File: src/rtl/dfq_pkg.sv
// dfq_pkg: shared types, codes and constants of the crc-8 deframer queue
// used by every module of the block; depends on nothing
`default_nettype none

package dfq_pkg;

  localparam int unsigned QUEUE_DEPTH = 32;
  localparam int unsigned MAX_FRAME   = 18;
  localparam int unsigned MIN_FRAME   = 4;
  localparam int unsigned SLOT_BYTES  = MAX_FRAME - 2;
  localparam int unsigned OFF_W       = $clog2(SLOT_BYTES);
  localparam int unsigned LEN_W       = 4;
  localparam int unsigned PEND_W      = 5;
  localparam int unsigned CMD_DEPTH   = 4;

  localparam logic [7:0] MAGIC_BYTE = 8'h55;
  localparam logic [7:0] CRC_POLY   = 8'h07;

  localparam logic OP_PUSH = 1'b0;
  localparam logic OP_POP  = 1'b1;

  localparam logic [2:0] ST_OK     = 3'd0;
  localparam logic [2:0] ST_BADLEN = 3'd1;
  localparam logic [2:0] ST_TRUNC  = 3'd2;
  localparam logic [2:0] ST_CRC    = 3'd3;
  localparam logic [2:0] ST_FULL   = 3'd4;
  localparam logic [2:0] ST_EMPTY  = 3'd5;
  localparam logic [2:0] ST_SMALL  = 3'd6;

  typedef struct packed {
    logic       op;
    logic [7:0] data_byte;
    logic       frame_end;
    logic [7:0] max_len;
  } in_t;

  typedef struct packed {
    logic [2:0]        status;
    logic              byte_valid;
    logic [7:0]        payload_byte;
    logic              payload_last;
    logic [LEN_W-1:0]  frame_len;
    logic [PEND_W-1:0] pending;
  } out_t;

  // at most one command per accepted word, classified by the front end
  typedef struct packed {
    logic             store_en;
    logic [OFF_W-1:0] store_off;
    logic [7:0]       data;
    logic             verdict_en;
    logic [2:0]       status;
    logic [LEN_W-1:0] frame_len;
    logic             pop_en;
    logic [7:0]       max_len;
  } cmd_t;

  typedef struct packed {
    logic full;
    logic empty;
  } fifo_stat_t;

  function automatic logic [7:0] crc8_step(input logic [7:0] crc, input logic [7:0] b);
    logic [7:0] c;
    c = crc ^ b;
    for (int i = 0; i < 8; i++) begin
      c = c[7] ? ((c << 1) ^ CRC_POLY) : (c << 1);
    end
    return c;
  endfunction

endpackage

`default_nettype wire

File: src/rtl/dfq_front.sv
// dfq_front: accepts words, runs the magic/length/payload/crc parser and
// turns each word into at most one queue command; depends on dfq_pkg
`default_nettype none

module dfq_front (
  input  wire logic          clk_i,
  input  wire logic          rst_ni,
  input  wire logic          accept_i,
  input  wire dfq_pkg::in_t  item_i,
  output logic               cmd_valid_o,
  output dfq_pkg::cmd_t      cmd_o
);

  typedef enum logic [2:0] {
    PH_HUNT,
    PH_LEN,
    PH_PAYLOAD,
    PH_CRC,
    PH_DONE
  } phase_e;

  phase_e      phase_q, phase_d;
  logic [4:0]  bcount_q, bcount_d;
  logic [7:0]  crc_q, crc_d;
  logic [7:0]  dlen_q, dlen_d;
  logic [7:0]  pcount_q, pcount_d;
  logic        match_q, match_d;
  logic [7:0]  b;

  assign b = item_i.data_byte;

  always_comb begin
    phase_d     = phase_q;
    bcount_d    = bcount_q;
    crc_d       = crc_q;
    dlen_d      = dlen_q;
    pcount_d    = pcount_q;
    match_d     = match_q;
    cmd_valid_o = 1'b0;
    cmd_o       = '0;
    if (accept_i) begin
      if (item_i.op == dfq_pkg::OP_POP) begin
        cmd_valid_o    = 1'b1;
        cmd_o.pop_en   = 1'b1;
        cmd_o.max_len  = item_i.max_len;
      end else begin
        // buffer length saturates one past the largest legal frame
        if (bcount_q <= 5'(dfq_pkg::MAX_FRAME)) begin
          bcount_d = bcount_q + 5'd1;
        end
        unique case (phase_q)
          PH_HUNT: begin
            if (b == dfq_pkg::MAGIC_BYTE) begin
              crc_d   = dfq_pkg::crc8_step(8'h00, b);
              phase_d = PH_LEN;
            end
          end
          PH_LEN: begin
            dlen_d   = b;
            crc_d    = dfq_pkg::crc8_step(crc_q, b);
            pcount_d = 8'd0;
            phase_d  = (b == 8'd0) ? PH_CRC : PH_PAYLOAD;
          end
          PH_PAYLOAD: begin
            // speculative store into the free tail slot
            if (pcount_q < 8'(dfq_pkg::SLOT_BYTES)) begin
              cmd_valid_o     = 1'b1;
              cmd_o.store_en  = 1'b1;
              cmd_o.store_off = pcount_q[dfq_pkg::OFF_W-1:0];
              cmd_o.data      = b;
            end
            crc_d    = dfq_pkg::crc8_step(crc_q, b);
            pcount_d = pcount_q + 8'd1;
            if (pcount_d >= dlen_q) begin
              phase_d = PH_CRC;
            end
          end
          PH_CRC: begin
            match_d = (b == crc_q);
            phase_d = PH_DONE;
          end
          PH_DONE: begin
          end
          default: begin
            phase_d = PH_HUNT;
          end
        endcase
        if (item_i.frame_end) begin
          cmd_valid_o      = 1'b1;
          cmd_o.verdict_en = 1'b1;
          if (bcount_d < 5'(dfq_pkg::MIN_FRAME) || bcount_d > 5'(dfq_pkg::MAX_FRAME)) begin
            cmd_o.status = dfq_pkg::ST_BADLEN;
          end else if (phase_d != PH_DONE) begin
            cmd_o.status = dfq_pkg::ST_TRUNC;
          end else if (!match_d) begin
            cmd_o.status = dfq_pkg::ST_CRC;
          end else begin
            // queue full is decided by the back end
            cmd_o.status    = dfq_pkg::ST_OK;
            cmd_o.frame_len = dlen_d[dfq_pkg::LEN_W-1:0];
          end
          phase_d  = PH_HUNT;
          bcount_d = 5'd0;
          crc_d    = 8'd0;
          dlen_d   = 8'd0;
          pcount_d = 8'd0;
          match_d  = 1'b0;
        end
      end
    end
  end

  always_ff @(posedge clk_i or negedge rst_ni) begin
    if (!rst_ni) begin
      phase_q  <= PH_HUNT;
      bcount_q <= 5'd0;
      crc_q    <= 8'd0;
      dlen_q   <= 8'd0;
      pcount_q <= 8'd0;
      match_q  <= 1'b0;
    end else begin
      phase_q  <= phase_d;
      bcount_q <= bcount_d;
      crc_q    <= crc_d;
      dlen_q   <= dlen_d;
      pcount_q <= pcount_d;
      match_q  <= match_d;
    end
  end

endmodule

`default_nettype wire

File: config.mk
export PLATFORM = sky130hd
export DESIGN_NAME = dfq_front
export DESIGN_NICKNAME = d
export VERILOG_FILES = /design/src/rtl/dfq_pkg.sv /design/src/rtl/dfq_front.sv
export SDC_FILE = /design/constraint.sdc
export NUM_CORES = 1
export LEC_CHECK = 0
export BUFFER_PORTS_ARGS = -buffer_cell sky130_fd_sc_hd__buf_2
export CAP_MARGIN = 20
export CORE_UTILIZATION = 54
export CTS_CLUSTER_DIAMETER = 30
export CTS_CLUSTER_SIZE = 20
export DETAILED_ROUTE_END_ITERATION = 6
export PLACE_DENSITY = 0.82
export SLEW_MARGIN = 5
export SYNTH_ARGS = -nofsm -noshare
export SYNTH_HDL_FRONTEND = slang
export SYNTH_SLANG_ARGS = --single-unit
export TNS_END_PERCENT = 100
File: constraint.sdc
create_clock -name clk_i -period 2.44 [get_ports clk_i]
set_input_delay 0.122 -clock clk_i [delete_from_list [all_inputs] [get_ports clk_i]]
set_output_delay 0.122 -clock clk_i [all_outputs]
set_load 0.1 [all_outputs]
==> metrics, run 1 <==
fmax 412 MHz; gpl congestion 0.868; endpoints failing setup 0; area occupied by multi-input gates 2040 um^2; Post-Synth Simple-Gate Area 0.195; Vias/cell 6.05; Final Critical Period 2.43 ns; top cell type's share of synthesized area 0.294; worst path bufs/invs 2; post-synthesis adder-cell area fraction 0.0890; Sink Count 33; clock skew 0.0125 ns; final hold vios 0; vias in the first global route between 2,000 and 2,500; mapped cell area 2810 um^2; post-synthesis mux area share 0.0142; CTS tree done; crit path cell chain ha_4 > nor2b_4 > o21ai_1 > a21o_1 > a21oi_2 > mux2i_4 > buf_12 > a2111oi_4 > buf_12; CP endpoint kind output port; post-synthesis sequential area ratio 0.294; worst endpoint required time between 2 and 2.5 ns; Root Driver clkbuf_8; Post-synth EDFFs 0; I/O pin cnt 52; WL/cell 17.1 um; cell taking the most area after synthesis dfrtp_1; Post-synth top flop dfrtp_1; # DRC 0; TNS Setup 0 ns; #FFs+latches synth 33; via count 2,555; Core Rows 25; Tcrit/Tclk final 0.994; most used cell, CP buf_12; slowest cell delay on critical path about 0.45 ns; first-pass GRT wire length 11,300 um; IO Port Bufs 50; worst slew pin tran 0.755 ns; largest family of logic cells by synthesized area simple AND/OR/NAND/NOR gates; XOR/XNOR share of the synthesized area 0.158; most frequent cells in the layout buf_2 (37), xnor2_1 (29), dfrtp_1 (27); die area around 5500 um^2; Hold Crit Class input pin to register; Die Ht 74.2 um; syn_area_per_cell 9.25 um^2; slowest CP cell dfrtp_2; Setup CP Type register to output port; ratio of cells with drive above 1 in the final layout 0.358; die width 74.2 um; Max-slew headroom 0.496; Congestion Overflow GR 0; initial antenna violation count 0; final net count 395; Synth area leaders dfrtp_1 (29%), xnor2_1 (9.7%), ha_1 (8.9%), a22o_1 (4.4%), nand2_1 (3.2%); cell family with most CP delay compound AO/OA/AOI/OAI gates; status finished clean; syn_nets 345; core area 4880 um^2; Num CTS Buffers 5; GRT Util Overall 0.274; 1st-iter DRT viols about 150; Clock transition at path regs 0.08 ns; clock latency on the worst-skew pair 0.30 ns; post-route antenna net violation count 0; Compound-Gate Fraction of Synth Area 0.181; synth warn 0; post-detail-place hpwl roughly 5100 um; register area 833 um^2; Place WS 0.135 ns; Cells after Synth ~300; VDD IR-drop max ~0.53 mV; P&R area growth vs syn 31.2%; drt pass-1 iters 5; Fillers 329; placed instance area 3430 um^2; diode count 0; largest net degree at the start of global routing 34; Power Total 1.73 mW; critical path fanouts, max 5; Pwr per Cell Area 470 nW/um^2; RSZ-0062 raised after global routing yes; Initial Util 0.576; final instance area 3690 um^2; arrival time at the worst endpoint 2.30 ns; post-synthesis cell type count 56; setup slack after layout 0.0135 ns; maxcap violations 0; most common cell after layout, fill and taps aside buf_2; crit start category register; Leakage 1.65 nW; WL final 7210 um; H-tree levels 2; Pins Over Slew Limit 0; Max Buffers Root-to-Sink 2; asr flop ratio synth 1.00
-- stage by stage --
stage | hold WS (ns) | util | std cells
floorplan | -0.174 | - | 304
global placement | 0.233 | 0.703 | 401
detailed placement | 0.234 | 0.703 | 401
CTS | 0.171 | 0.744 | 419
global route | 0.192 | 0.756 | 422
finish | 0.188 | 0.756 | 422
-- final timing paths --
| path | cells after the start | slack (ns) | to | start |
|---|---|---|---|---|
| max in group asynchronous | 2 | 1.48 | pcount_q[0] | rst_ni |
| worst max register to register | 10 | 0.10 | phase_q[0] | pcount_q[0] |
| worst max-delay path | 9 | 0.01 | cmd_o[9] | bcount_q[1] |
| min in group asynchronous | 2 | 0.43 | dlen_q[2] | rst_ni |
| worst min-delay path | 2 | 0.19 | dlen_q[7] | item_i[16] |
| worst min register to register | 1 | 0.51 | dlen_q[5] | dlen_q[5] |
-- cell type report --
type                            count  share of cell area
Sequential cell                    33               0.226
Multi-Input combinational cell    231               0.553
Tap cell                           67              0.0227
Timing Repair Buffer               67               0.159
Clock inverter                      2             0.00271
Clock buffer                        6              0.0197
Inverter                           16              0.0163
-- synth_stat cells, types with 2 or more instances --
| master | instances |
|---|---|
| o31ai_1 | 3 |
| buf_2 | 2 |
| nor4_1 | 11 |
| nand3_1 | 4 |
| a22o_1 | 14 |
| a21oi_1 | 10 |
| nor3b_1 | 2 |
| nand2b_1 | 2 |
| nand4b_1 | 2 |
| buf_4 | 4 |
| nor2b_1 | 2 |
| and3_1 | 10 |
| mux2i_1 | 4 |
| nand2_1 | 24 |
| clkbuf_1 | 15 |
| o21ai_0 | 7 |
| a32o_1 | 7 |
| a31oi_1 | 2 |
| ha_1 | 20 |
| nor2_1 | 15 |
| dfrtp_1 | 33 |
| xor2_1 | 6 |
| and2_1 | 7 |
| xnor2_2 | 3 |
| o21a_1 | 2 |
| a22oi_1 | 2 |
| o22ai_1 | 4 |
| nand3b_1 | 4 |
| a21o_1 | 5 |
| o21ai_1 | 5 |
| xnor2_1 | 31 |
| inv_1 | 16 |
| nor3_2 | 3 |
-- power by group --
part / internal, mW / leakage (nW) / total, mW / switching [mW]
Clock: 0.198 / 0.0450 / 0.409 / 0.211
Combinational: 0.306 / 1.18 / 0.671 / 0.366
Sequential: 0.594 / 0.430 / 0.655 / 0.0604
-- sequential cells by signal, indices dropped and copies added (netlist names) --
signal    count
bcount_q      5
crc_q         8
pcount_q      8
match_q       1
phase_q       3
dlen_q        8
-- timing repair --
action,CTS,global route
hold buffers,1,0
endpoints found under the setup margin,13,6
pin swaps,3,4
gates resized for setup,8,8
endpoints found under the hold margin,33,0
setup buffers,9,3
-- per-layer routing --
metal / global-route usage / vias up / share of wire
met5: 0 / - / 0
met1: 0.372 / 1229 / 0.43
li1: - / 1185 / -
met4: 0.0897 / 0 / 0.017
met3: 0.0434 / 15 / 0.068
met2: 0.447 / 126 / 0.48
-- worst register-to-register path, cell delays in order, from the launching register on --
cell	delay, ns
dfrtp_2	0.42
ha_1	0.19
nand3_1	0.15
nor2_2	0.18
xor2_1	0.22
ha_1	0.28
a21o_1	0.16
a21oi_1	0.16
o31ai_1	0.09
a221oi_1	0.28
o21ai_1	0.09
-- kinds of logic (layout without fill, tap and decap cells) --
family | count (synthesis) | after routing
other | 1 | 1
DFF | 33 | 33
and+or+nand+nor | 95 | 95
muxes | 4 | 4
xor gates and xnor gates | 43 | 43
buffers and inverters | 40 | 91
AOI/OAI and AO/OA | 68 | 68
adders and majority gates | 20 | 20
Power figures use the tool's default switching activity.
==> inputs of run 2 (changes only) <==
--- a/config.mk
+++ b/config.mk
@@ -5,13 +5,14 @@
 export SDC_FILE = /design/constraint.sdc
 export NUM_CORES = 1
 export LEC_CHECK = 0
-export BUFFER_PORTS_ARGS = -buffer_cell sky130_fd_sc_hd__buf_2
+export BUFFER_PORTS_ARGS = -buffer_cell sky130_fd_sc_hd__clkbuf_2
 export CAP_MARGIN = 20
 export CORE_UTILIZATION = 54
 export CTS_CLUSTER_DIAMETER = 30
 export CTS_CLUSTER_SIZE = 20
 export DETAILED_ROUTE_END_ITERATION = 6
 export PLACE_DENSITY = 0.82
+export REMOVE_ABC_BUFFERS = 1
 export SLEW_MARGIN = 5
 export SYNTH_ARGS = -nofsm -noshare
 export SYNTH_HDL_FRONTEND = slang
==> run 2 against run 1 <==
Compared with the run above: the run now ends with negative setup slack left; fmax fell by 3.6%; clock-buffer cell count fell by 1; global-route usage rose by 1.8 points; combinational power fell by 5.2%; sequential power barely moved; wire length rose by 9.3%; setup slack got worse by 0.091 ns; final area fell by 0.61%; critical endpoint is now cmd_o[14]; largest cell class unchanged.
==> metrics, run 2 (synthesized netlist as in run 1, its figures left out) <==
WL/cell 18.5 um; clock latency on the worst-skew pair around 0.29 ns; VDD IR-drop max 0.374 mV; combinational power share 0.346; Tcrit/Tclk final 1.03; CP endpoint kind output port; H-tree levels 2; Vias/cell between 6 and 7; Clock transition at path regs 0.08 ns; drt pass-1 iters 5; Leakage ~1.6 nW; vias in the first global route 2,573; Core Rows 25; crit start category register; die width 74.2 um; most common cell after layout, fill and taps aside clkbuf_2; CTS tree done; Setup CP Type register to output port; FF-to-FF path depth 10; post-route antenna net violation count 0; Hold Path Cell Cnt 2; Die Ht 74.2 um; WL final 7880 um; setup slack after layout -0.0779 ns; arrival time at the worst endpoint 2.40 ns; # DRC 0; post-detail-place hpwl a little over 5000 um; clock network power share 0.297; final net count 398; Max Buffers Root-to-Sink 2; NetSw approximately 660 uW; worst endpoint required time 2.32 ns; I/O pin cnt 52; IO Port Bufs 50; GRT Util Overall 0.292; Pins Over Slew Limit 0; Initial Util 0.576; Congestion Overflow GR 0; critical path fanouts, max 5; final hold vios 0; P&R area growth vs syn 30.4%; ratio of cells with drive above 1 in the final layout 0.330; Util after Layout 0.752; diode count 0; status finished, violations left; gpl congestion 0.888; die area 5500 um^2; most frequent cells in the layout clkbuf_2 (36), xnor2_1 (30), dfrtp_1 (30); Top Registers crc_q: 8 flops, dlen_q: 8 flops, pcount_q: 8 flops; core area 4880 um^2; worst slew pin tran 0.854 ns; Final Critical Period 2.52 ns; 1st-iter DRT viols 135; initial antenna violation count 0; RSZ-0062 raised after global routing yes; endpoints failing setup 6; Hold Crit Class input pin to register; sequential share of power 0.357; clock skew 0.00347 ns; first-pass GRT wire length 12,000 um; Root Driver clkbuf_8; Num CTS Buffers 5; switch share 0.361; final instance area about 3700 um^2; placed instance area 3270 um^2; Sink Count 33; via count 2,556; maxcap violations 0; fmax slightly below 400 MHz; failing checks negative setup slack; Pwr per Cell Area ~500 nW/um^2; Pint about 1.2 mW; largest net degree at the start of global routing 34; Max-slew headroom 0.431
==> run 2: changes by cell type in the layout (fill, tap and decap cells not counted), sizes merged <==
| cell | before | now |
|---|---|---|
| bufinv | 0 | 1 |
| buf | 66 | 33 |
| clkinv | 2 | 1 |
| clkinvlp | 0 | 1 |
| clkbuf | 6 | 41 |
==> run 2: layout make-up <==
type | instances | area (um^2)
tap | 67 | 83.8
clock buffer | 5 | 68.8
multi-input combinational | 231 | 1990
sequential | 33 | 830
timing repair buffer | 70 | 589
inverter | 16 | 60.1
fill | 331 | 1210
clock inverter | 3 | 46.3
==> run 2: path summary, 6_finish.rpt <==
check                               to   startpoint  slack (ns)
max reg2reg                 phase_q[0]  pcount_q[4]        0.02
min in group asynchronous    dlen_q[5]       rst_ni        0.46
max                          cmd_o[14]  bcount_q[0]       -0.08
max in group asynchronous  pcount_q[0]       rst_ni        1.39
min reg2reg                  dlen_q[4]    dlen_q[4]        0.51
min                          dlen_q[5]   item_i[14]        0.20
==> run 2: routing by layer <==
layer | vias to the layer above | wire [um] | track usage
li1 | 1179 | - | -
met1 | 1253 | 3040 | 0.336
met2 | 102 | 4210 | 0.521
met3 | 22 | 393 | 0.0596
met4 | 0 | 234 | 0.132
met5 | - | 0 | 0
==> run 2: critical path: stages, from the launching register on <==
cell,delay [ns]
dfrtp_1,0.40
inv_2,0.11
ha_4,0.16
nor2b_4,0.05
o31ai_4,0.27
xnor2_1,0.15
a21oi_2,0.21
mux2i_4,0.14
nor3b_1,0.39
buf_12,0.23
==> run 2: stage by stage <==
stage / std cells / setup WS (ns) / hold WS (ns) / power (mW) / setup TNS, ns
after floorplan: 280 / -2.37 / -0.174 / 1.07 / -24.44
after global placement: 406 / 0.0877 / 0.263 / 1.20 / 0
after detailed placement: 406 / 0.0635 / 0.262 / 1.22 / 0
after CTS: 418 / -0.0309 / 0.210 / 1.79 / -0.0717
after global routing: 425 / -0.146 / 0.220 / 1.91 / -0.799
final: 425 / -0.0779 / 0.203 / 1.84 / -0.301
==> run 2: what timing repair did <==
item                                    in CTS  in global routing
endpoints found under the setup margin       7                  7
hold buffers                                 1                  0
buffers inserted                             3                  7
cloned                                       0                  0
pin swaps                                    4                 14
hold endpoints to repair                    33                  0
resized for setup                           14                 24
==> run 2: power by group through the flow <==
stage	clock [mW]	combinational, mW	sequential [mW]
floorplan	0	0.421	0.651
CTS	0.537	0.599	0.651
finish	0.545	0.636	0.657
global placement	0	0.545	0.656
global route	0.566	0.681	0.663
detailed placement	0	0.557	0.662
