`src/rtl/dfq_pkg.sv`:
```
// dfq_pkg: shared types, codes and constants of the crc-8 deframer queue
// used by every module of the block; depends on nothing
`default_nettype none

package dfq_pkg;

  localparam int unsigned QUEUE_DEPTH = 32;
  localparam int unsigned MAX_FRAME   = 18;
  localparam int unsigned MIN_FRAME   = 4;
  localparam int unsigned SLOT_BYTES  = MAX_FRAME - 2;
  localparam int unsigned OFF_W       = $clog2(SLOT_BYTES);
  localparam int unsigned LEN_W       = 4;
  localparam int unsigned PEND_W      = 5;
  localparam int unsigned CMD_DEPTH   = 4;

  localparam logic [7:0] MAGIC_BYTE = 8'h55;
  localparam logic [7:0] CRC_POLY   = 8'h07;

  localparam logic OP_PUSH = 1'b0;
  localparam logic OP_POP  = 1'b1;

  localparam logic [2:0] ST_OK     = 3'd0;
  localparam logic [2:0] ST_BADLEN = 3'd1;
  localparam logic [2:0] ST_TRUNC  = 3'd2;
  localparam logic [2:0] ST_CRC    = 3'd3;
  localparam logic [2:0] ST_FULL   = 3'd4;
  localparam logic [2:0] ST_EMPTY  = 3'd5;
  localparam logic [2:0] ST_SMALL  = 3'd6;

  typedef struct packed {
    logic       op;
    logic [7:0] data_byte;
    logic       frame_end;
    logic [7:0] max_len;
  } in_t;

  typedef struct packed {
    logic [2:0]        status;
    logic              byte_valid;
    logic [7:0]        payload_byte;
    logic              payload_last;
    logic [LEN_W-1:0]  frame_len;
    logic [PEND_W-1:0] pending;
  } out_t;

  // at most one command per accepted word, classified by the front end
  typedef struct packed {
    logic             store_en;
    logic [OFF_W-1:0] store_off;
    logic [7:0]       data;
    logic             verdict_en;
    logic [2:0]       status;
    logic [LEN_W-1:0] frame_len;
    logic             pop_en;
    logic [7:0]       max_len;
  } cmd_t;

  typedef struct packed {
    logic full;
    logic empty;
  } fifo_stat_t;

  function automatic logic [7:0] crc8_step(input logic [7:0] crc, input logic [7:0] b);
    logic [7:0] c;
    c = crc ^ b;
    for (int i = 0; i < 8; i++) begin
      c = c[7] ? ((c << 1) ^ CRC_POLY) : (c << 1);
    end
    return c;
  endfunction

endpackage

`default_nettype wire

```
`src/rtl/dfq_cmd_fifo.sv`:
```
// dfq_cmd_fifo: short command queue between the parser front end and the
// queue back end; depends on dfq_pkg
`default_nettype none

module dfq_cmd_fifo (
  input  wire logic           clk_i,
  input  wire logic           rst_ni,
  input  wire logic           push_i,
  input  wire dfq_pkg::cmd_t  cmd_i,
  input  wire logic           pop_i,
  output dfq_pkg::cmd_t       cmd_o,
  output dfq_pkg::fifo_stat_t stat_o
);

  localparam int unsigned PTR_W = $clog2(dfq_pkg::CMD_DEPTH);

  dfq_pkg::cmd_t    mem_q [dfq_pkg::CMD_DEPTH];
  logic [PTR_W-1:0] wr_ptr_q, wr_ptr_d;
  logic [PTR_W-1:0] rd_ptr_q, rd_ptr_d;
  logic [PTR_W:0]   count_q, count_d;

  assign stat_o = {(count_q == (PTR_W+1)'(dfq_pkg::CMD_DEPTH)), (count_q == '0)};
  assign cmd_o  = mem_q[rd_ptr_q];

  always_comb begin
    wr_ptr_d = push_i ? wr_ptr_q + 1'b1 : wr_ptr_q;
    rd_ptr_d = pop_i ? rd_ptr_q + 1'b1 : rd_ptr_q;
    count_d  = count_q;
    if (push_i && !pop_i) begin
      count_d = count_q + 1'b1;
    end else if (!push_i && pop_i) begin
      count_d = count_q - 1'b1;
    end
  end

  always_ff @(posedge clk_i) begin
    if (push_i) begin
      mem_q[wr_ptr_q] <= cmd_i;
    end
  end

  always_ff @(posedge clk_i or negedge rst_ni) begin
    if (!rst_ni) begin
      wr_ptr_q <= '0;
      rd_ptr_q <= '0;
      count_q  <= '0;
    end else begin
      wr_ptr_q <= wr_ptr_d;
      rd_ptr_q <= rd_ptr_d;
      count_q  <= count_d;
    end
  end

endmodule

`default_nettype wire

```
`config.mk`:
```
export PLATFORM = sky130hd
export DESIGN_NAME = dfq_cmd_fifo
export DESIGN_NICKNAME = d
export VERILOG_FILES = /design/src/rtl/dfq_pkg.sv /design/src/rtl/dfq_cmd_fifo.sv
export SDC_FILE = /design/constraint.sdc
export NUM_CORES = 1
export LEC_CHECK = 0
export ABC_CLOCK_PERIOD_IN_PS = 1900
export BUFFER_PORTS_ARGS = -buffer_cell sky130_fd_sc_hd__buf_2
export CORE_UTILIZATION = 30
export CTS_BUF_LIST = sky130_fd_sc_hd__clkbuf_8 sky130_fd_sc_hd__clkbuf_16
export CTS_CLUSTER_DIAMETER = 100
export DETAILED_ROUTE_END_ITERATION = 6
export RECOVER_POWER = 50
export REMOVE_ABC_BUFFERS = 1
export SYNTH_ARGS = -nofsm -noshare
export SYNTH_HDL_FRONTEND = slang
export SYNTH_SLANG_ARGS = --single-unit
```
`constraint.sdc`:
```
create_clock -name clk_i -period 1.9 [get_ports clk_i]
set_input_delay 0.38 -clock clk_i [delete_from_list [all_inputs] [get_ports clk_i]]
set_output_delay 0.38 -clock clk_i [all_outputs]
set_load 0.01 [all_outputs]
```
==> summary.md, run 1 <==
| Metric | Value |
|---|---|
| Sequential share of power | `36.8%` |
| Worst r2r src | `wr_ptr_q[0]` |
| FF-to-FF setup slack | `0.23 ns` |
| Crit-path max cell delay | `0.53 ns` |
| Worst Max-Slew Pin Slew | `0.8495 ns` |
| Cell taking the most area after synthesis | `edfxtp_1` |
| Reg2reg path depth | `2` |
| Die area | `16,390 um2` |
| DRC | `0` |
| Crit-path max FO | `5` |
| Initial Util | `30.99%` |
| Cell Area, Placed | `5414 um2` |
| Die Span X | `128.0 um` |
| Number of global-route vias before repair | `2,454` |
| Crit path DAT | `1.77 ns` |
| Routed via count | `2,199` |
| Count leader, synth | `edfxtp_1` |
| Commonest cells post-synth | `edfxtp_1, mux4_2, dfrtp_1` |
| WL/cell | `17.07 um` |
| Fmax | `0.4660 GHz` |
| Max Cap Viol | `0` |
| Switching share of power | `26.38%` |
| Startpoint types | `flip-flop` |
| Iteration-0 DRC Markers | `124` |
| Crit path cell chain | `buf_8 > buf_12 > mux4_2 > buf_6` |
| Longest Clk Path Bufs | `2` |
| Comb power frac | `32.0%` |
| Routed Antenna Nets | `0` |
| Core Region | `15,370 um2` |
| PnR worst setup slack | `-0.2458 ns` |
| Global-route wire length before repair | `13,550 um` |
| Status | `finished, violations left` |
| Ant diodes | `0` |
| Fill cells | `1,374` |
| WP data required | `1.52 ns` |
| Worst setup startpoint | `rd_ptr_q[0]` |
| # IOs | `66` |
| Area grow syn2layout | `31.34%` |
| Int Pwr | `7.758 mW` |
| Warnings, synthesis | `0` |
| Finish-stage setup viols | `30` |
| Post-synth top flop | `edfxtp_1` |
| Failing checks | `setup timing` |
| Num rows | `45` |
| Cells after Synth | `191` |
| Unique cell type count in the Yosys netlist | `19` |
| Tot GR Track Use | `11.87%` |
| Synthesized area | `4763 um2` |
| Worst-path clk slew | `0.05 ns` |
| Initial antenna violation count | `0` |
| First-pass DRT Iterations | `4` |
| EDFF count, synth | `120` |
| Clk sinks | `127` |
| RSZ-0062 raised after global routing | `true` |
| Slew margin rel. | `43.36%` |
| P_sw | `2.779 mW` |
| Layout cells sized above 1 | `38.59%` |
| Crit Path Category | `flip-flop to output pin` |
| H-tree levels | `4` |
| Worst path slowest cell | `mux4_2` |
| Asr flop ratio synth | `5.512%` |
| Leakage | `2.147 nW` |
| Pin count of the biggest net entering global routing | `31` |
| Final Cycle Share | `112.9%` |
| PortBufs | `65` |
| Slew Viols, Final | `0` |
| Final GP Congestion | `0.6245` |
| Mean Syn Cell Area | `24.94 um2` |
| Share of the synthesized area in the top cell type | `75.65%` |
| Routed wire length | `8687 um` |
| Seq/Total Area, Yosys | `79.33%` |
| Top post-synthesis cells by area | `edfxtp_1, mux4_2, dfrtp_1, ha_1, buf_12` |
| Clock power share | `31.2%` |
| Multi-input gate area | `880.8 um2` |
| Setup crit end kind | `output pin` |
| Final worst path period need | `2.146 ns` |
| Root buf cell | `clkbuf_16` |
| Grt total ovfl | `0` |
| Clock latency on the worst-skew pair | `0.42 ns` |
| Final nets | `325` |
| Final Hold Vio Count | `0` |
| Die height | `128.0 um` |
| Worst VDD drop | `0.7370 mV` |
| HPWL after detailed placement | `4946 um` |
| Design Area, Final | `6256 um2` |
| R2r endpoint | `mem_q[3][16]` |
| Worst min-delay path class | `input port to flip-flop` |
| Synth Register Bits | `127` |
| Setup Skew | `0.008674 ns` |
| Total CTS buffers | `17` |
| PD cells | `1684 nW/um2` |
| Pre-CTS setup slack | `0.1645 ns` |
| Sequential cell area | `3781 um2` |
| Critical Path End | `cmd_o[26]` |
| CTS tree | `yes` |
| Vias/cell | `4.320` |
area by class of cell:
type	instances	area share [%]
inverter	4	0.2400
clock inverter	15	2.860
sequential	127	60.44
clock buffer	17	6.800
tap	211	4.220
multi-input combinational	53	14.08
timing repair buffer	82	11.36
worst max-delay path: cells and delay by family, from the launching register on:
kind | cells | cell delay [ns]
buf+inv | 3 | 0.42
flops | 1 | 0.40
mux | 1 | 0.53
per-stage QoR:
stage / total power [mW] / hold slack [ns] / util, % / TNS (ns) / std cells
floorplan: 5.431 / 0.08441 / - / -14.77 / 184
global placement: 6.571 / 0.2374 / 35.22 / 0 / 467
detailed placement: 6.617 / 0.2355 / 35.22 / 0 / 467
CTS: 10.56 / 0.1666 / 40.62 / -6.565 / 509
global route: 11.04 / 0.2211 / 40.70 / -7.944 / 509
finish: 10.54 / 0.2128 / 40.70 / -6.125 / 509
layer usage:
layer	wire length, um	vias up	share of wire [%]	GRT usage, %
met1	3789	1150	44	14.27
met2	4292	50	49	18.70
met4	196	0	2.3	6.644
met3	408	14	4.7	4.090
li1	-	985	-	-
met5	0	-	0	0
sequential cells by signal, summed over array words and instances, names as in the netlist:
signal	cells
mem_q	120
count_q	3
rd_ptr_q	2
wr_ptr_q	2
layout by cell type (no fill, tap or decap), drive strengths merged:
cell type / Yosys / layout
and2: 4 / 4
buf: 7 / 50
bufinv: 0 / 4
clkbuf: 0 / 48
clkinv: 0 / 6
clkinvlp: 0 / 2
dfrtp: 7 / 7
dlygate4sd3: 0 / 1
edfxtp: 120 / 120
fa: 1 / 1
ha: 5 / 5
inv: 4 / 7
mux2: 1 / 1
mux4: 30 / 30
nand2: 2 / 2
nor2: 1 / 1
nor3: 1 / 1
nor3b: 1 / 1
o21ai: 1 / 1
xnor2: 2 / 2
xor2: 4 / 4
logic make-up after synthesis:
group                    share of synthesized area (%)
buffers and inverters                            2.128
multiplexers                                     14.58
AND/OR/NAND/NOR                                  1.024
flip-flops                                       79.33
XOR/XNOR                                         1.103
adder cells (fa/ha/maj)                          1.734
AO/OA/AOI/OAI                                   0.1050
power groups by stage:
stage	Combinational (mW)	Clock (mW)	Sequential (mW)
finish	3.38	3.29	3.87
global placement	2.65	0	3.92
floorplan	1.35	0	4.08
detailed placement	2.66	0	3.95
global route	3.65	3.47	3.93
CTS	3.34	3.34	3.88
what timing repair did:
| item | 4_1_cts | 5_1_grt |
|---|---|---|
| gates resized for setup | 22 | 9 |
| setup buffers | 7 | 0 |
| hold buffers | 1 | 0 |
| cloned | 3 | 0 |
| hold endpoints to repair | 7 | 0 |
| endpoints found under the setup margin | 30 | 30 |
worst min path at each step:
stage	slack [ns]	end	cells past startpoint	from
after floorplan	0.08	count_q[0]	0	rst_ni
after global placement	0.24	count_q[1]	1	rst_ni
after detailed placement	0.24	count_q[1]	1	rst_ni
after CTS	0.17	mem_q[0][17]	1	cmd_i[17]
after global routing	0.22	mem_q[1][25]	1	cmd_i[25]
final	0.21	rd_ptr_q[0]	2	pop_i
Note: power is estimated with default switching activity, not from simulation.
==> run 2, diff against run 1 <==
BUFFER_PORTS_ARGS = -buffer_cell sky130_fd_sc_hd__clkbuf_2   (was -buffer_cell sky130_fd_sc_hd__buf_2)
CTS_BUF_LIST = sky130_fd_sc_hd__clkbuf_8   (was sky130_fd_sc_hd__clkbuf_8 sky130_fd_sc_hd__clkbuf_16)
==> summary.md, run 2 (synthesized netlist as in run 1, its figures left out) <==
| Metric | Value |
|---|---|
| Max Cap Viol | `0 (unchanged)` |
| Crit path cell chain | `buf_6 > clkbuf_16 > mux4_2 > buf_6 (was buf_8 > buf_12 > mux4_2 > buf_6)` |
| Final Non-Filler Cells | `507 (was 509)` |
| Worst VDD drop | `0.6021 mV (was 0.7370 mV)` |
| WP data required | `1.52 ns (about the same)` |
| Final Cycle Share | `113.8% (was 112.9%)` |
| Core Util, Final | `37.96% (was 40.70%)` |
| Met1 Resource Use GR | `13.84% (was 14.27%)` |
| Iteration-0 DRC Markers | `111 (was 124)` |
| Sequential share of power | `44.3% (was 36.8%)` |
| Finish-stage setup viols | `30 (unchanged)` |
| Comb power frac | `33.6% (was 32.0%)` |
| Final Hold Vio Count | `0 (unchanged)` |
| Clk sinks | `127 (unchanged)` |
| Setup Total Neg Slack | `-6.553 ns (was -6.125 ns)` |
| Grt met2 use | `18.89% (was 18.70%)` |
| Largest register FFs | `120 (unchanged)` |
| Routed via count | `2,166 (was 2,199)` |
| Setup Skew | `0.01061 ns (was 0.008674 ns)` |
| Int Pwr | `6.197 mW (was 7.758 mW)` |
| Met3 GRT Util | `4.132% (was 4.090%)` |
| Vias/cell | `4.272 (was 4.320)` |
| Slew Viols, Final | `0 (unchanged)` |
| Ant diodes | `0 (unchanged)` |
| Crit path DAT | `1.78 ns (was 1.77 ns)` |
| Global-route wire length before repair | `13,430 um (was 13,550 um)` |
| CP delay by family, top | `multiplexers (unchanged)` |
| PD cells | `1498 nW/um2 (was 1684 nW/um2)` |
| Clock latency on the worst-skew pair | `0.43 ns (was 0.42 ns)` |
| Switching share of power | `29.12% (was 26.38%)` |
| Longest Clk Path Bufs | `2 (unchanged)` |
| Commonest cells after routing, fill and taps aside | `edfxtp_1, clkbuf_2, clkbuf_1 (was edfxtp_1, clkbuf_1, mux4_2)` |
| Worst hold slack | `0.1702 ns (was 0.2128 ns)` |
| Failing checks | `setup timing (unchanged)` |
| WL/cell | `16.97 um (was 17.07 um)` |
| H-tree levels | `4 (unchanged)` |
| RSZ-0062 raised after global routing | `true (unchanged)` |
| Pre-CTS setup slack | `0.1377 ns (was 0.1645 ns)` |
| DRC | `0 (unchanged)` |
| Die area | `16,390 um2 (unchanged)` |
| Worst Max-Slew Pin Slew | `0.4224 ns (was 0.8495 ns)` |
| Worst min-delay path class | `input port to flip-flop (unchanged)` |
| Cell Area, Placed | `5414 um2 (unchanged)` |
| CTS tree | `yes (unchanged)` |
| # IOs | `66 (unchanged)` |
| Tot GR Track Use | `11.74% (was 11.87%)` |
| Inst Count DP | `467 (unchanged)` |
| GR peak layer | `met2 (unchanged)` |
| Grt total ovfl | `0 (unchanged)` |
| Routed wire length | `8603 um (was 8687 um)` |
| Die height | `128.0 um (unchanged)` |
| Largest regs | `mem_q: 120 flops, count_q: 3 flops (unchanged)` |
| Top reg by flops | `mem_q (unchanged)` |
| Initial antenna violation count | `0 (unchanged)` |
| Commonest non-fill, non-tap cell in the layout | `edfxtp_1 (unchanged)` |
| Core Region | `15,370 um2 (unchanged)` |
| Layout cells sized above 1 | `36.49% (was 38.59%)` |
| PnR worst setup slack | `-0.2618 ns (was -0.2458 ns)` |
| Pin count of the biggest net entering global routing | `31 (unchanged)` |
| Root buf cell | `clkbuf_8 (was clkbuf_16)` |
| Final GP Congestion | `0.6582 (was 0.6245)` |
| Worst-path clk slew | `0.07 ns (was 0.05 ns)` |
| Crit-path max cell delay | `0.50 ns (was 0.53 ns)` |
| Slew margin rel. | `71.84% (was 43.36%)` |
| Die Span X | `128.0 um (unchanged)` |
| Total CTS buffers | `17 (unchanged)` |
| Status | `finished, violations left (unchanged)` |
| Initial Util | `30.99% (unchanged)` |
| Clock power share | `22.2% (was 31.2%)` |
| Area grow syn2layout | `22.51% (was 31.34%)` |
| Worst path slowest cell | `mux4_2 (unchanged)` |
| Crit Path Category | `flip-flop to output pin (unchanged)` |
| Total power | `8.742 mW (was 10.54 mW)` |
| Leakage | `1.985 nW (was 2.147 nW)` |
| Num rows | `45 (unchanged)` |
| Startpoint types | `flip-flop (unchanged)` |
| First-pass DRT Iterations | `4 (unchanged)` |
| Final nets | `323 (was 325)` |
| Design Area, Final | `5836 um2 (was 6256 um2)` |
| Setup crit end kind | `output pin (unchanged)` |
| Number of global-route vias before repair | `2,434 (was 2,454)` |
| Fill cells | `1,424 (was 1,374)` |
| Crit path top cell by count | `buf_6` |
| P_sw | `2.545 mW (was 2.779 mW)` |
| Fmax | `0.4626 GHz (was 0.4660 GHz)` |
| Buf/Inv on CP | `3 (unchanged)` |
| Final worst path period need | `2.162 ns (was 2.146 ns)` |
| Crit-path max FO | `5 (unchanged)` |
| Routed Antenna Nets | `0 (unchanged)` |
| HPWL after detailed placement | `4854 um (was 4946 um)` |
| PortBufs | `65 (unchanged)` |
run 2: area by class of cell:
cell class	instances	area [um2]	area share, %
multi-input combinational	53	880.8	15.09
inverter	4	15.01	0.2573
sequential	127	3781	64.79
clock buffer	17	234.0	4.009
clock inverter	15	91.34	1.565
tap	211	264.0	4.524
timing repair buffer	80	569.3	9.756
run 2: worst paths after layout:
kind	cells after the start	slack [ns]	startpoint	endpoint
worst min register to register	1	0.50	count_q[2]	count_q[2]
worst max register to register	4	0.51	count_q[0]	count_q[2]
max in group asynchronous	2	1.18	rst_ni	rd_ptr_q[1]
min in group asynchronous	2	0.39	rst_ni	count_q[1]
worst min-delay path	2	0.17	pop_i	rd_ptr_q[0]
worst max-delay path	4	-0.26	rd_ptr_q[0]	cmd_o[29]
run 2: worst register-to-register path: cells and delay by family, from the launching register on:
family / cells / cell delay [ns]
flops: 1 / 0.44
simple gates: 1 / 0.11
fa+ha+maj: 1 / 0.45
xor+xnor: 2 / 0.32
run 2: power by group through the flow:
stage               Sequential (mW)  Clock (mW)  Combinational (mW)
floorplan                      4.08           0                1.35
global placement               3.90           0                2.65
detailed placement             3.93           0                2.67
CTS                            3.88        2.01                2.94
global route                   3.93        2.12                3.21
finish                         3.87        1.94                2.93
run 2: timing repair:
item | 4_1_cts | 5_1_grt
gates cloned | 2 | 1
endpoints found under the setup margin | 30 | 30
endpoints found under the hold margin | 7 | 0
gates resized for setup | 4 | 4
hold buffers | 1 | 0
setup buffers | 3 | 1
run 2: routing by layer:
metal / share of wire, % / up-vias / routed length (um)
li1: - / 978 / -
met1: 43 / 1119 / 3677
met2: 50 / 55 / 4323
met3: 4.8 / 14 / 414
met4: 2.2 / 0 / 188
met5: 0 / - / 0
==> run 3, diff against run 2 <==
CELL_PAD_IN_SITES_DETAIL_PLACEMENT = 2   (was not set)
CELL_PAD_IN_SITES_GLOBAL_PLACEMENT = 2   (was not set)
CORE_MARGIN = 2   (was not set)
PLACE_DENSITY_LB_ADDON = 0.1   (was not set)
==> summary.md, run 3 (synthesized netlist as in run 1, its figures left out) <==
| Metric | Value |
|---|---|
| Slew margin rel. | `68.47% (was 71.84%)` |
| Ant diodes | `0 (unchanged)` |
| Reg2reg path depth | `4 (unchanged)` |
| Crit Path Category | `flip-flop to output pin (unchanged)` |
| Die Span X | `130.0 um (was 128.0 um)` |
| Pin count of the biggest net entering global routing | `24 (was 31)` |
| Startpoint types | `flip-flop (unchanged)` |
| Slew Viols, Final | `0 (unchanged)` |
| Worst hold slack | `0.1864 ns (was 0.1702 ns)` |
| Worst VDD drop | `0.5161 mV (was 0.6021 mV)` |
| Root buf cell | `clkbuf_8 (unchanged)` |
| Max Cap Viol | `0 (unchanged)` |
| Final GP Congestion | `0.6434 (was 0.6582)` |
| Number of global-route vias before repair | `2,631 (was 2,434)` |
| Core Util, Final | `37.82% (was 37.96%)` |
| WP data required | `1.52 ns (about the same)` |
| Num rows | `46 (was 45)` |
| Core Region | `15,710 um2 (was 15,370 um2)` |
| Longest Clk Path Bufs | `2 (unchanged)` |
| Commonest non-fill, non-tap cell in the layout | `edfxtp_1 (unchanged)` |
| Total power | `9.298 mW (was 8.742 mW)` |
| Routed via count | `2,235 (was 2,166)` |
| PD cells | `1565 nW/um2 (was 1498 nW/um2)` |
| Worst min-delay path class | `input port to flip-flop (unchanged)` |
| Final Cycle Share | `114.0% (was 113.8%)` |
| Crit-path max FO | `5 (unchanged)` |
| Routed Antenna Nets | `0 (unchanged)` |
| Clk sinks | `127 (unchanged)` |
| Final Non-Filler Cells | `518 (was 507)` |
| Final Hold Vio Count | `0 (unchanged)` |
| Final worst path period need | `2.166 ns (was 2.162 ns)` |
| Commonest cells after routing, fill and taps aside | `edfxtp_1, clkbuf_2, clkbuf_1 (unchanged)` |
| First-pass DRT Iterations | `4 (unchanged)` |
| Worst-path clk slew | `0.07 ns (about the same)` |
| Largest register FFs | `120 (unchanged)` |
| Global-route wire length before repair | `15,200 um (was 13,430 um)` |
| Final nets | `329 (was 323)` |
| Tot GR Track Use | `12.86% (was 11.74%)` |
| # IOs | `66 (unchanged)` |
| H-tree levels | `4 (unchanged)` |
| Finish-stage setup viols | `30 (unchanged)` |
| Hold Crit Depth | `2 (unchanged)` |
| Initial Util | `30.32% (was 30.99%)` |
| Total CTS buffers | `17 (unchanged)` |
| Worst Max-Slew Pin Slew | `0.4730 ns (was 0.4224 ns)` |
| Vias/cell | `4.315 (was 4.272)` |
| Fmax | `0.4616 GHz (was 0.4626 GHz)` |
| Status | `finished, violations left (unchanged)` |
| Die area | `16,900 um2 (was 16,390 um2)` |
| Initial antenna violation count | `0 (unchanged)` |
| Setup Skew | `0.009870 ns (was 0.01061 ns)` |
| Largest regs | `mem_q: 120 flops, count_q: 3 flops (unchanged)` |
| Die height | `130.0 um (was 128.0 um)` |
| Failing checks | `setup timing (unchanged)` |
| Top reg by flops | `mem_q (unchanged)` |
| Leakage | `2.022 nW (was 1.985 nW)` |
| HPWL after detailed placement | `6016 um (was 4854 um)` |
| PnR worst setup slack | `-0.2663 ns (was -0.2618 ns)` |
| Iteration-0 DRC Markers | `103 (was 111)` |
| CTS tree | `yes (unchanged)` |
| Setup crit end kind | `output pin (unchanged)` |
| Inst Count DP | `478 (was 467)` |
| WL/cell | `18.77 um (was 16.97 um)` |
| Routed wire length | `9724 um (was 8603 um)` |
| Area grow syn2layout | `24.74% (was 22.51%)` |
| Fill cells | `1,525 (was 1,424)` |
| Grt total ovfl | `0 (unchanged)` |
| Crit path DAT | `1.79 ns (was 1.78 ns)` |
| DRC | `0 (unchanged)` |
| PortBufs | `65 (unchanged)` |
| RSZ-0062 raised after global routing | `true (unchanged)` |
| Layout cells sized above 1 | `40.07% (was 36.49%)` |
| Clock latency on the worst-skew pair | `0.43 ns (about the same)` |
run 3: cell count changes in the layout (fill, tap and decap cells not counted), moves of 3 or more:
| cell | before | now |
|---|---|---|
| clkinv_4 | 0 | 3 |
| buf_4 | 2 | 10 |
| inv_1 | 10 | 4 |
| bufinv_16 | 1 | 4 |
run 3: final cells by class:
type / count / area, um2 / share of cell area (%)
Sequential cell: 127 / 3781 / 63.63
Multi-Input combinational cell: 53 / 880.8 / 14.82
Timing Repair Buffer: 86 / 568.0 / 9.560
Tap cell: 216 / 270.3 / 4.548
Clock buffer: 17 / 234.0 / 3.938
Clock inverter: 15 / 192.7 / 3.243
Inverter: 4 / 15.01 / 0.2527
run 3: final timing paths:
kind	from	endpoint	slack [ns]
min in group asynchronous	rst_ni	rd_ptr_q[1]	0.41
max in group asynchronous	rst_ni	rd_ptr_q[0]	1.14
min reg2reg	count_q[2]	count_q[2]	0.48
max reg2reg	wr_ptr_q[0]	mem_q[2][4]	0.44
max	rd_ptr_q[0]	cmd_o[29]	-0.27
min	pop_i	rd_ptr_q[0]	0.19
run 3: worst max-delay path, stage by stage, from the launching register on:
cell	delay, ns
dfrtp_2	0.42
buf_6	0.14
buf_12	0.13
mux4_2	0.52
clkbuf_2	0.15
run 3: timing repair:
| item | CTS | global route |
|---|---|---|
| endpoints found under the hold margin | 7 | 0 |
| setup endpoints to repair | 30 | 30 |
| gates cloned | 2 | 0 |
| resized for setup | 9 | 3 |
| buffers inserted | 6 | 0 |
| hold buffers | 1 | 0 |
run 3: metal layers:
metal / up-vias / track usage [%] / routed length [um]
li1: 993 / - / -
met1: 1183 / 15.38 / 4191
met2: 51 / 21.53 / 5084
met3: 8 / 4.428 / 362
met4: 0 / 4.934 / 85
met5: - / 0 / 0
run 3: report_power, final:
part | switching (mW) | internal (mW) | leakage (nW) | total (mW)
registers | 0.214 | 3.68 | 1.18 | 3.89
clock network | 1.07 | 1.42 | 0.211 | 2.49
logic | 1.41 | 1.51 | 0.629 | 2.92
run 3: stage by stage:
stage	setup slack, ns	setup TNS [ns]	instance area (um2)
CTS	-0.3207	-8.575	6002
detailed placement	0.1654	0	5440
global placement	0.1691	0	5440
global route	-0.3570	-9.499	5942
finish	-0.2663	-6.368	5942
floorplan	-0.5570	-14.77	4677
